==> src/design/rsma_pkg.sv <==
// Package for the running-sum moving average block.
// Holds widths, window constants, controller states and the command/status types.
// No dependencies.
`default_nettype none

package rsma_pkg;

  localparam int unsigned SAMPLE_W   = 24;
  localparam int unsigned AVG_W      = 24;
  localparam int unsigned ENTRIES_W  = 6;
  localparam int unsigned RING_DEPTH = 64;
  localparam int unsigned WINDOW     = 50;
  localparam int unsigned IDX_W      = $clog2(RING_DEPTH);
  localparam int unsigned COUNT_W    = $clog2(WINDOW + 1);
  localparam int unsigned SUM_W      = SAMPLE_W + COUNT_W;
  localparam int unsigned REM_W      = COUNT_W + 1;
  localparam int unsigned STEP_W     = $clog2(SUM_W);
  localparam int unsigned BACK       = WINDOW % RING_DEPTH;

  typedef enum logic [1:0] {
    ST_IDLE,
    ST_SUB,
    ST_DIV,
    ST_DONE
  } state_e;

  typedef struct packed {
    logic accept;
    logic sub;
    logic div_step;
    logic load_out;
  } cmd_t;

  typedef struct packed {
    logic div_last;
    logic out_free;
  } sts_t;

endpackage

`default_nettype wire

==> src/design/rsma_ctrl.sv <==
// Controller for the running-sum moving average block.
// Sequences request accept, window subtract, bit-serial divide and result load.
// Depends on rsma_pkg.
`default_nettype none

module rsma_ctrl (
  input  wire logic          clk_i,
  input  wire logic          rst_ni,
  input  wire logic          in_valid_i,
  output logic               in_stall_o,
  input  wire rsma_pkg::sts_t sts_i,
  output rsma_pkg::cmd_t     cmd_o
);
  import rsma_pkg::*;

  state_e state_q;
  state_e state_d;

  always_ff @(posedge clk_i or negedge rst_ni) begin
    if (!rst_ni) begin
      state_q <= ST_IDLE;
    end else begin
      state_q <= state_d;
    end
  end

  always_comb begin
    state_d = state_q;
    unique case (state_q)
      ST_IDLE: begin
        if (in_valid_i) begin
          state_d = ST_SUB;
        end
      end
      ST_SUB: begin
        state_d = ST_DIV;
      end
      ST_DIV: begin
        if (sts_i.div_last) begin
          state_d = ST_DONE;
        end
      end
      ST_DONE: begin
        if (sts_i.out_free) begin
          state_d = ST_IDLE;
        end
      end
      default: begin
        state_d = ST_IDLE;
      end
    endcase
  end

  always_comb begin
    cmd_o      = '0;
    in_stall_o = 1'b1;
    unique case (state_q)
      ST_IDLE: begin
        in_stall_o   = 1'b0;
        cmd_o.accept = in_valid_i;
      end
      ST_SUB: begin
        cmd_o.sub = 1'b1;
      end
      ST_DIV: begin
        cmd_o.div_step = 1'b1;
      end
      ST_DONE: begin
        cmd_o.load_out = sts_i.out_free;
      end
      default: begin
        cmd_o = '0;
      end
    endcase
  end

`ifndef SYNTHESIS
  assert property (@(posedge clk_i) disable iff (!rst_ni)
    (state_q == ST_IDLE && in_valid_i) |=> (state_q == ST_SUB))
    else $error("accepted request did not start the subtract step");

  assert property (@(posedge clk_i) disable iff (!rst_ni)
    (state_q == ST_DIV && sts_i.div_last) |=> (state_q == ST_DONE))
    else $error("divider finished but controller did not move on");

  assert property (@(posedge clk_i) disable iff (!rst_ni)
    (state_q == ST_SUB) |=> (state_q == ST_DIV))
    else $error("subtract step not followed by divide");
`endif

endmodule

`default_nettype wire

==> src/design/rsma_dp.sv <==
// Datapath for the running-sum moving average block.
// Holds the sample ring, index, count, running sum, bit-serial divider and output register.
// Depends on rsma_pkg.
`default_nettype none

module rsma_dp (
  input  wire logic                          clk_i,
  input  wire logic                          rst_ni,
  input  wire logic [rsma_pkg::SAMPLE_W-1:0] sample_i,
  input  wire rsma_pkg::cmd_t                cmd_i,
  output rsma_pkg::sts_t                     sts_o,
  output logic                               out_valid_o,
  input  wire logic                          out_stall_i,
  output logic [rsma_pkg::AVG_W-1:0]         average_o,
  output logic [rsma_pkg::ENTRIES_W-1:0]     entries_o
);
  import rsma_pkg::*;

  logic [SAMPLE_W-1:0]  ring_mem [RING_DEPTH];
  logic [SAMPLE_W-1:0]  old_q;
  logic [IDX_W-1:0]     wi_q;
  logic [IDX_W-1:0]     old_slot;
  logic [COUNT_W-1:0]   count_q;
  logic [COUNT_W-1:0]   count_d;
  logic                 full_q;
  logic [SUM_W-1:0]     sum_q;
  logic [SUM_W-1:0]     sum_sub;
  logic [SUM_W-1:0]     sum_new;
  logic [SUM_W-1:0]     quo_q;
  logic [REM_W-1:0]     rem_q;
  logic [REM_W-1:0]     rem_sh;
  logic                 rem_ge;
  logic [STEP_W-1:0]    step_q;
  logic                 out_valid_q;
  logic [AVG_W-1:0]     out_avg_q;
  logic [ENTRIES_W-1:0] out_ent_q;

  assign old_slot = wi_q - IDX_W'(BACK);
  assign count_d  = (count_q == COUNT_W'(WINDOW)) ? count_q : count_q + COUNT_W'(1);
  assign sum_sub  = (sum_q > SUM_W'(old_q)) ? sum_q - SUM_W'(old_q) : '0;
  assign sum_new  = full_q ? sum_sub : sum_q;
  assign rem_sh   = {rem_q[REM_W-2:0], quo_q[SUM_W-1]};
  assign rem_ge   = rem_sh >= {1'b0, count_q};

  always_ff @(posedge clk_i) begin
    if (cmd_i.accept) begin
      ring_mem[wi_q] <= sample_i;
      old_q          <= ring_mem[old_slot];
    end
  end

  always_ff @(posedge clk_i or negedge rst_ni) begin
    if (!rst_ni) begin
      wi_q    <= '0;
      count_q <= '0;
      full_q  <= 1'b0;
      sum_q   <= '0;
      step_q  <= '0;
    end else begin
      if (cmd_i.accept) begin
        wi_q    <= wi_q + IDX_W'(1);
        count_q <= count_d;
        full_q  <= (count_q == COUNT_W'(WINDOW));
        sum_q   <= sum_q + SUM_W'(sample_i);
      end else if (cmd_i.sub) begin
        sum_q  <= sum_new;
        step_q <= '0;
      end else if (cmd_i.div_step) begin
        step_q <= step_q + STEP_W'(1);
      end
    end
  end

  always_ff @(posedge clk_i) begin
    if (cmd_i.sub) begin
      quo_q <= sum_new;
      rem_q <= '0;
    end else if (cmd_i.div_step) begin
      quo_q <= {quo_q[SUM_W-2:0], rem_ge};
      rem_q <= rem_ge ? rem_sh - {1'b0, count_q} : rem_sh;
    end
  end

  assign sts_o.div_last = (step_q == STEP_W'(SUM_W - 1));
  assign sts_o.out_free = !out_valid_q || !out_stall_i;

  always_ff @(posedge clk_i or negedge rst_ni) begin
    if (!rst_ni) begin
      out_valid_q <= 1'b0;
    end else if (cmd_i.load_out) begin
      out_valid_q <= 1'b1;
    end else if (!out_stall_i) begin
      out_valid_q <= 1'b0;
    end
  end

  always_ff @(posedge clk_i) begin
    if (cmd_i.load_out) begin
      out_avg_q <= quo_q[AVG_W-1:0];
      out_ent_q <= ENTRIES_W'(count_q);
    end
  end

  assign out_valid_o = out_valid_q;
  assign average_o   = out_avg_q;
  assign entries_o   = out_ent_q;

`ifndef SYNTHESIS
  assert property (@(posedge clk_i) disable iff (!rst_ni)
    count_q <= COUNT_W'(WINDOW))
    else $error("entry count beyond window");

  assert property (@(posedge clk_i) disable iff (!rst_ni)
    (count_q == '0) |-> (sum_q == '0))
    else $error("running sum not empty with no entries");

  assert property (@(posedge clk_i) disable iff (!rst_ni)
    cmd_i.accept |=> (count_q != '0))
    else $error("count empty after accepted request");
`endif

endmodule

`default_nettype wire

==> src/design/running_sum_moving_average_top.sv <==
// Running-sum moving average: after the accepting edge, the request passes through a window
// subtract, 30 divide steps of the bit-serial restoring divider and a load of the result.
// A new request is taken only after the previous result has been loaded.
// A new request is taken while the previous result waits in the output register.
// Reset clears the write index, entry count, running sum, state and output valid;
// the sample ring is not cleared; a slot is used only after it has been written.
`default_nettype none

module running_sum_moving_average_top (
  input  wire logic                          clk_i,
  input  wire logic                          rst_ni,
  input  wire logic                          in_valid_i,
  output logic                               in_stall_o,
  input  wire logic [rsma_pkg::SAMPLE_W-1:0] sample_i,
  output logic                               out_valid_o,
  input  wire logic                          out_stall_i,
  output logic [rsma_pkg::AVG_W-1:0]         average_o,
  output logic [rsma_pkg::ENTRIES_W-1:0]     entries_o
);
  import rsma_pkg::*;

  cmd_t cmd;
  sts_t sts;

  rsma_ctrl u_ctrl (
    .clk_i      (clk_i),
    .rst_ni     (rst_ni),
    .in_valid_i (in_valid_i),
    .in_stall_o (in_stall_o),
    .sts_i      (sts),
    .cmd_o      (cmd)
  );

  rsma_dp u_dp (
    .clk_i       (clk_i),
    .rst_ni      (rst_ni),
    .sample_i    (sample_i),
    .cmd_i       (cmd),
    .sts_o       (sts),
    .out_valid_o (out_valid_o),
    .out_stall_i (out_stall_i),
    .average_o   (average_o),
    .entries_o   (entries_o)
  );

endmodule

`default_nettype wire
==> config.mk <==
export PLATFORM = sky130hd
export DESIGN_NAME = running_sum_moving_average_top
export DESIGN_NICKNAME = d
export VERILOG_FILES = /design/src/design/rsma_pkg.sv /design/src/design/rsma_ctrl.sv /design/src/design/rsma_dp.sv /design/src/design/running_sum_moving_average_top.sv
export SDC_FILE = /design/constraint.sdc
export NUM_CORES = 2
export LEC_CHECK = 0
export ABC_AREA = 1
export BUFFER_PORTS_ARGS = -buffer_cell sky130_fd_sc_hd__buf_2
export CORE_UTILIZATION = 50
export CTS_BUF_LIST = sky130_fd_sc_hd__clkbuf_4
export DETAILED_ROUTE_END_ITERATION = 6
export HOLD_SLACK_MARGIN = 0.03
export PLACE_DENSITY_LB_ADDON = 0.3
export SKIP_CTS_REPAIR_TIMING = 1
export SLEW_MARGIN = 10
export SYNTH_ARGS = -nofsm -noshare
export SYNTH_HDL_FRONTEND = slang
export SYNTH_SLANG_ARGS = --single-unit
export TNS_END_PERCENT = 50
==> constraint.sdc <==
create_clock -name clk_i -period 3.3 [get_ports clk_i]
set_input_delay 0.33 -clock clk_i [delete_from_list [all_inputs] [get_ports clk_i]]
set_output_delay 0.33 -clock clk_i [all_outputs]
set_load 0.02 [all_outputs]
* After elaboration in Yosys (flattened, before gate mapping)
Memory sizes are Yosys's and may differ from the RTL's. A register that Yosys moved wholly into a read port is not among the register bits. Cells that the tools add are included.
Storage, ports and cells: memory bits (writable) 1536, input bits 28, register bits 117, memories kept 1
Cells by class: add/sub/neg operators 7, equality and inequality tests 9, reduce and logical (&&, ||, !) cells 9, bitwise operators 2, order comparisons 2, muxes and demuxes 22
Memory list:
- u_dp.ring_mem | depth 64, width 24, rd ports 1, clocked after Yosys merged registers in 1, write ports 1, line rsma_dp.sv:19 | logic [SAMPLE_W-1:0] ring_mem [RING_DEPTH];
Operator list (count):
- $mux W30 | 6
- $add A30 B24 Y30 | 1
- $gt A30 B24 Y1 | 1
- $sub A30 B24 Y30 | 1
- $add A6 B1 Y6 const B | 2
- $mux W5 | 2
- $mux W1 | 9
- $pmux W2 S4 | 1
- $ge A7 B6 Y1 | 1
- $eq A6 B6 Y1 const B | 1
- $mux W2 | 3
- $mux W6 | 1
- $sub A6 B6 Y6 | 1
- $sub A6 B6 Y6 const B | 1
- $add A5 B1 Y5 const B | 1
- $eq A5 B5 Y1 const B | 1
- $eq A2 B2 Y1 const B | 2
- $ne A2 B1 Y1 const B | 2
- $ne A2 B2 Y1 const B | 2
- $reduce_and A2 Y1 | 2
- $reduce_bool A2 Y1 | 2
- $reduce_and A3 Y1 | 1
- $eq A2 B1 Y1 const B | 1
- $logic_not A1 Y1 | 2
- other kinds (3) | 4

* Logic depth before layout (Yosys ltp)
depth in word-level cells 5, depth in mapped cells 18

* By module
Synthesis repeated with hierarchy kept, for this count alone.
Second synthesis, totals: cell total of the unflattened synthesis 5852, area, all modules 70281.2 um2
Modules (own cells, without submodules):
- rsma_dp | cells an instance 5822, sequential area each 49992.9 um2, times used 1, area each 70065.9 um2
- rsma_ctrl | cells an instance 30, sequential area each 50.0 um2, times used 1, area each 215.2 um2

* Worst setup path after synthesis
OpenSTA, ideal clock, no wires.
kind register to register, start register u_dp.wi_q[0], end memory u_dp.ring_mem[15][0] (enable), path buffers 4, slack 226 ps, period minus slack after synthesis 3074 ps, arrival time 2654 ps, required time 2880 ps, library setup time 420 ps, cell stages (with the launch flop) 9, cell sequence dfrtp_1 > inv_2 > buf_6 > buf_6 > buf_2 > nor2_2 > nand2_1 > buf_2 > nor4_2
RTL lines:
- start, declared | line rsma_dp.sv:21 | logic [IDX_W-1:0] wi_q;
- start signal, assigned | line rsma_dp.sv:61 | wi_q <= wi_q + IDX_W'(1);
- end, declared | line rsma_dp.sv:19
Straight into the memory's write port.

* Worst setup path after layout
start register u_dp.wi_q[1], end register u_dp.old_q[7], read port of u_dp.ring_mem, data pin
Between the ends: word-level cells in the longest chain between the ends 1
RTL lines:
- $sub A6 B6 Y6 | line rsma_dp.sv:38 | assign old_slot = wi_q - IDX_W'(BACK);
- end, declared | line rsma_dp.sv:20 | logic [SAMPLE_W-1:0] old_q;
Every way passes these cells. A chain may end at the register's enable or synchronous reset.

==> results.sh <==
export IMPL_cp_end_kind="register"
export IMPL_hold_ws_ns=0.0518
export IMPL_synth_xor_area_share_pct=0.455
export IMPL_wl_mm=207
export IMPL_cts_sinks=1677
export IMPL_hp_class="in2reg"
export IMPL_ys_seq_area_share_pct=71.1
export IMPL_switchingPower_uw=33300
export IMPL_ir_drop_uv=1250
export IMPL_syn_instance_count=5813
export IMPL_synth_area_um2=70400
export IMPL_gr_total_overflow=0
export IMPL_pre_cts_slack_ns=0.0639
export IMPL_fmax_mhz=303
export IMPL_fin_ws_ns=0.00274
export IMPL_cts_path_max_buffers=4
export IMPL_hpwlAfterDp_mm=124
export IMPL_combPwrFrac_pct=44.8
export IMPL_crit_type="reg2reg"
export IMPL_via_per_inst=5.91
export IMPL_path_cells="clkinv_8, ha_4, inv_6, buf_4, o21ai_1, o211ai_1, nand3_1, buf_4, nand2_1"
export IMPL_numCtsBuffers=423
export IMPL_grt_max_degree=120
export IMPL_finalCritPeriodShare_pct=99.9
export IMPL_pwr_share_seq_pct=33.5
export IMPL_start_util_pct=50.4
export IMPL_ys_ff_latch=1677
export IMPL_skew_ns=0.189
export IMPL_synth_compound_area_share_pct=13.1
export IMPL_rows=137
export IMPL_pwr_share_clk_pct=21.7
export IMPL_place_gp_congestion=0.954
export IMPL_muxShareOfSynthArea_pct=0
export IMPL_fp_dieArea_um2=142000
export IMPL_pin_count=60
export IMPL_fin_crit_ns=3.30
export IMPL_synth_top_family_by_area="compound AO/OA/AOI/OAI gates"
export IMPL_hold_violations=0
export IMPL_syn_to_final_growth_pct=12.5
export IMPL_setup_violations_final=0
export IMPL_die_w_um=377
export IMPL_synth_ff_type="edfxtp_1"
export IMPL_final_max_slew_viol_count=0
export IMPL_crit_slowest_cell="o211ai_1"
export IMPL_rsz0062_at_grt="no"
export IMPL_maxSlewHeadroom_pct=20.4
export IMPL_cts_tree="built"
export IMPL_leakage_uw=0.0272
export IMPL_grt_pass1_wl_mm=298
export IMPL_start_kind="register"
export IMPL_internal_power_uw=43500
export IMPL_grt_pass1_vias=46400
export IMPL_synthDistinctLibCells=50
export IMPL_worstPathMaxFanout=34
export IMPL_synth_fp_nets=5913
export IMPL_antenna_found_initial=13
export IMPL_drv_cap=0
export IMPL_cp_required_ns=4.40
export IMPL_async_reset_ff_share_pct=3.04
export IMPL_synth_warning_count=0
export IMPL_synth_edf_count=1620
export IMPL_fillers=11500
export IMPL_swShare_pct=43.3
export IMPL_drtPass1Iterations=6
export IMPL_post_drt_wl_per_cell_um=24.7
export IMPL_crit_top_cell="buf_4"
export IMPL_crit_family="buffers and inverters"
export IMPL_drive_above_1_share_pct=15.8
export IMPL_clock_latency_ns=1.41
export IMPL_synth_fa_ha_area_share_pct=1.31
export IMPL_p_per_area_nw_per_um2=970
export IMPL_nNetsFinal=6300
export IMPL_cp_num_buf_inv=4
export IMPL_arrival_ns=4.39
export IMPL_numPortBuffers=59
export IMPL_core_area_um2=140000
export IMPL_drtIter0Drc=5764
export IMPL_via_count=49600
export IMPL_worstMarginPinSlew_ns=1.19
export IMPL_antenna_left=0
export IMPL_die_y_um=377
export IMPL_synth_simple_area_share_pct=10.5
export IMPL_cts_root_buf="clkbuf_4"
export IMPL_htree_levels=5
export IMPL_track_usage_pct=28.7
export IMPL_syn_avg_cell_area_um2=12.1
export IMPL_clk_pin_slew_worst_paths_ns=0.06
export IMPL_fin_tns_setup_ns=0
export IMPL_outcome="finished clean"
export IMPL_drc=0
export IMPL_slowest_delay_ns=0.59
cells in the final DEF, fill, tap and decap left out, types with 118 or more instances in the layout:
master,netlist,final
buf_4,44,177
edfxtp_1,1620,1620
o211ai_1,129,129
nand2_1,506,506
clkbuf_4,0,604
o21ai_0,887,887
nand3_1,129,128
inv_1,181,181
o21ai_1,118,118
o22ai_1,387,387
nor2_1,1078,1015
synth_stat cells (all sizes together), types with 24 or more instances:
cell type,number,share of area (%)
a21oi,81,0.58
buf,159,1.5
clkbuf,196,1.0
dfrtp,51,1.8
edfxtp,1620,69
ha,69,1.2
inv,191,1.0
nand2,518,2.8
nand3,139,1.1
nor2,1085,5.8
o211ai,129,1.4
o21ai,1005,7.1
o21bai,24,0.26
o22ai,387,3.4
or2,42,0.37
metal layers:
layer / routed length (um) / share of wire (%) / global-route usage (%) / up-vias
li1: - / - / - / 22300
met1: 79800 / 39 / 38.2 / 24000
met2: 95600 / 46 / 44.6 / 2763
met3: 21500 / 10 / 5.47 / 482
met4: 10200 / 4.9 / 15.5 / 8
met5: 54 / 0.026 / 0 / -
cell type report:
cell class	count	area (um^2)	area share, %
diodes	11	27.5	0.0348
flip-flops and latches	1677	50100	63.2
well taps	1876	2350	2.97
clock inverters	114	538	0.680
inverters	192	757	0.956
clock buffers	604	4530	5.73
multi-input cells	3589	18000	22.8
repair buffers	317	2870	3.62
final timing paths:
kind | startpoint | end | slack, ns | depth (start not counted)
max | u_dp.wi_q[1] | u_dp.old_q[7] | 0.003 | 9
min reg2reg | u_dp.count_q[5] | u_dp.entries_o[5] | 0.42 | 0
max in group asynchronous | rst_ni | u_dp.count_q[5] | 2.70 | 4
min | sample_i[14] | u_dp.ring_mem[49][14] | 0.05 | 2
min in group asynchronous | rst_ni | u_dp.wi_q[1] | 0.13 | 4
max reg2reg | u_dp.wi_q[1] | u_dp.old_q[7] | 0.003 | 9
kinds of logic (layout without fill, tap and decap cells):
group                    after synthesis  count (layout)
AO/OA/AOI/OAI                       1651            1651
AND/OR/NAND/NOR                     1832            1832
other                                  0              11
flip-flops                          1677            1677
adder cells (fa/ha/maj)               72              72
buffers and inverters                547            1227
XOR/XNOR                              34              34
power by group through the flow:
stage	Combinational (uW)	Clock, uW	Sequential [uW]
floorplan	20300	0	25900
global placement	33400	0	26200
detailed placement	33600	0	26200
CTS	33700	16900	25700
global route	36800	17900	25800
finish	34400	16600	25800
through the flow:
stage	cells	total power (uW)	instance area, um^2	util, %
2_1_floorplan	5813	46200	70400	-
6_report	8380	76800	79200	56.7
5_1_grt	8377	80500	79200	56.7
4_1_cts	8331	76400	78700	56.4
3_5_place_dp	7613	59800	73700	52.8
3_3_place_gp	7613	59500	73700	52.8
sequential cells by signal, summed over array words and instances (netlist names):
signal	flops
u_ctrl.state_q	2
u_dp.average_o	24
u_dp.count_q	6
u_dp.entries_o	6
u_dp.full_q	1
u_dp.old_q	24
u_dp.out_valid_o	1
u_dp.quo_q	30
u_dp.rem_q	6
u_dp.ring_mem	1536
u_dp.step_q	5
u_dp.sum_q	30
u_dp.wi_q	6
Note: power is estimated with default switching activity, not from simulation.
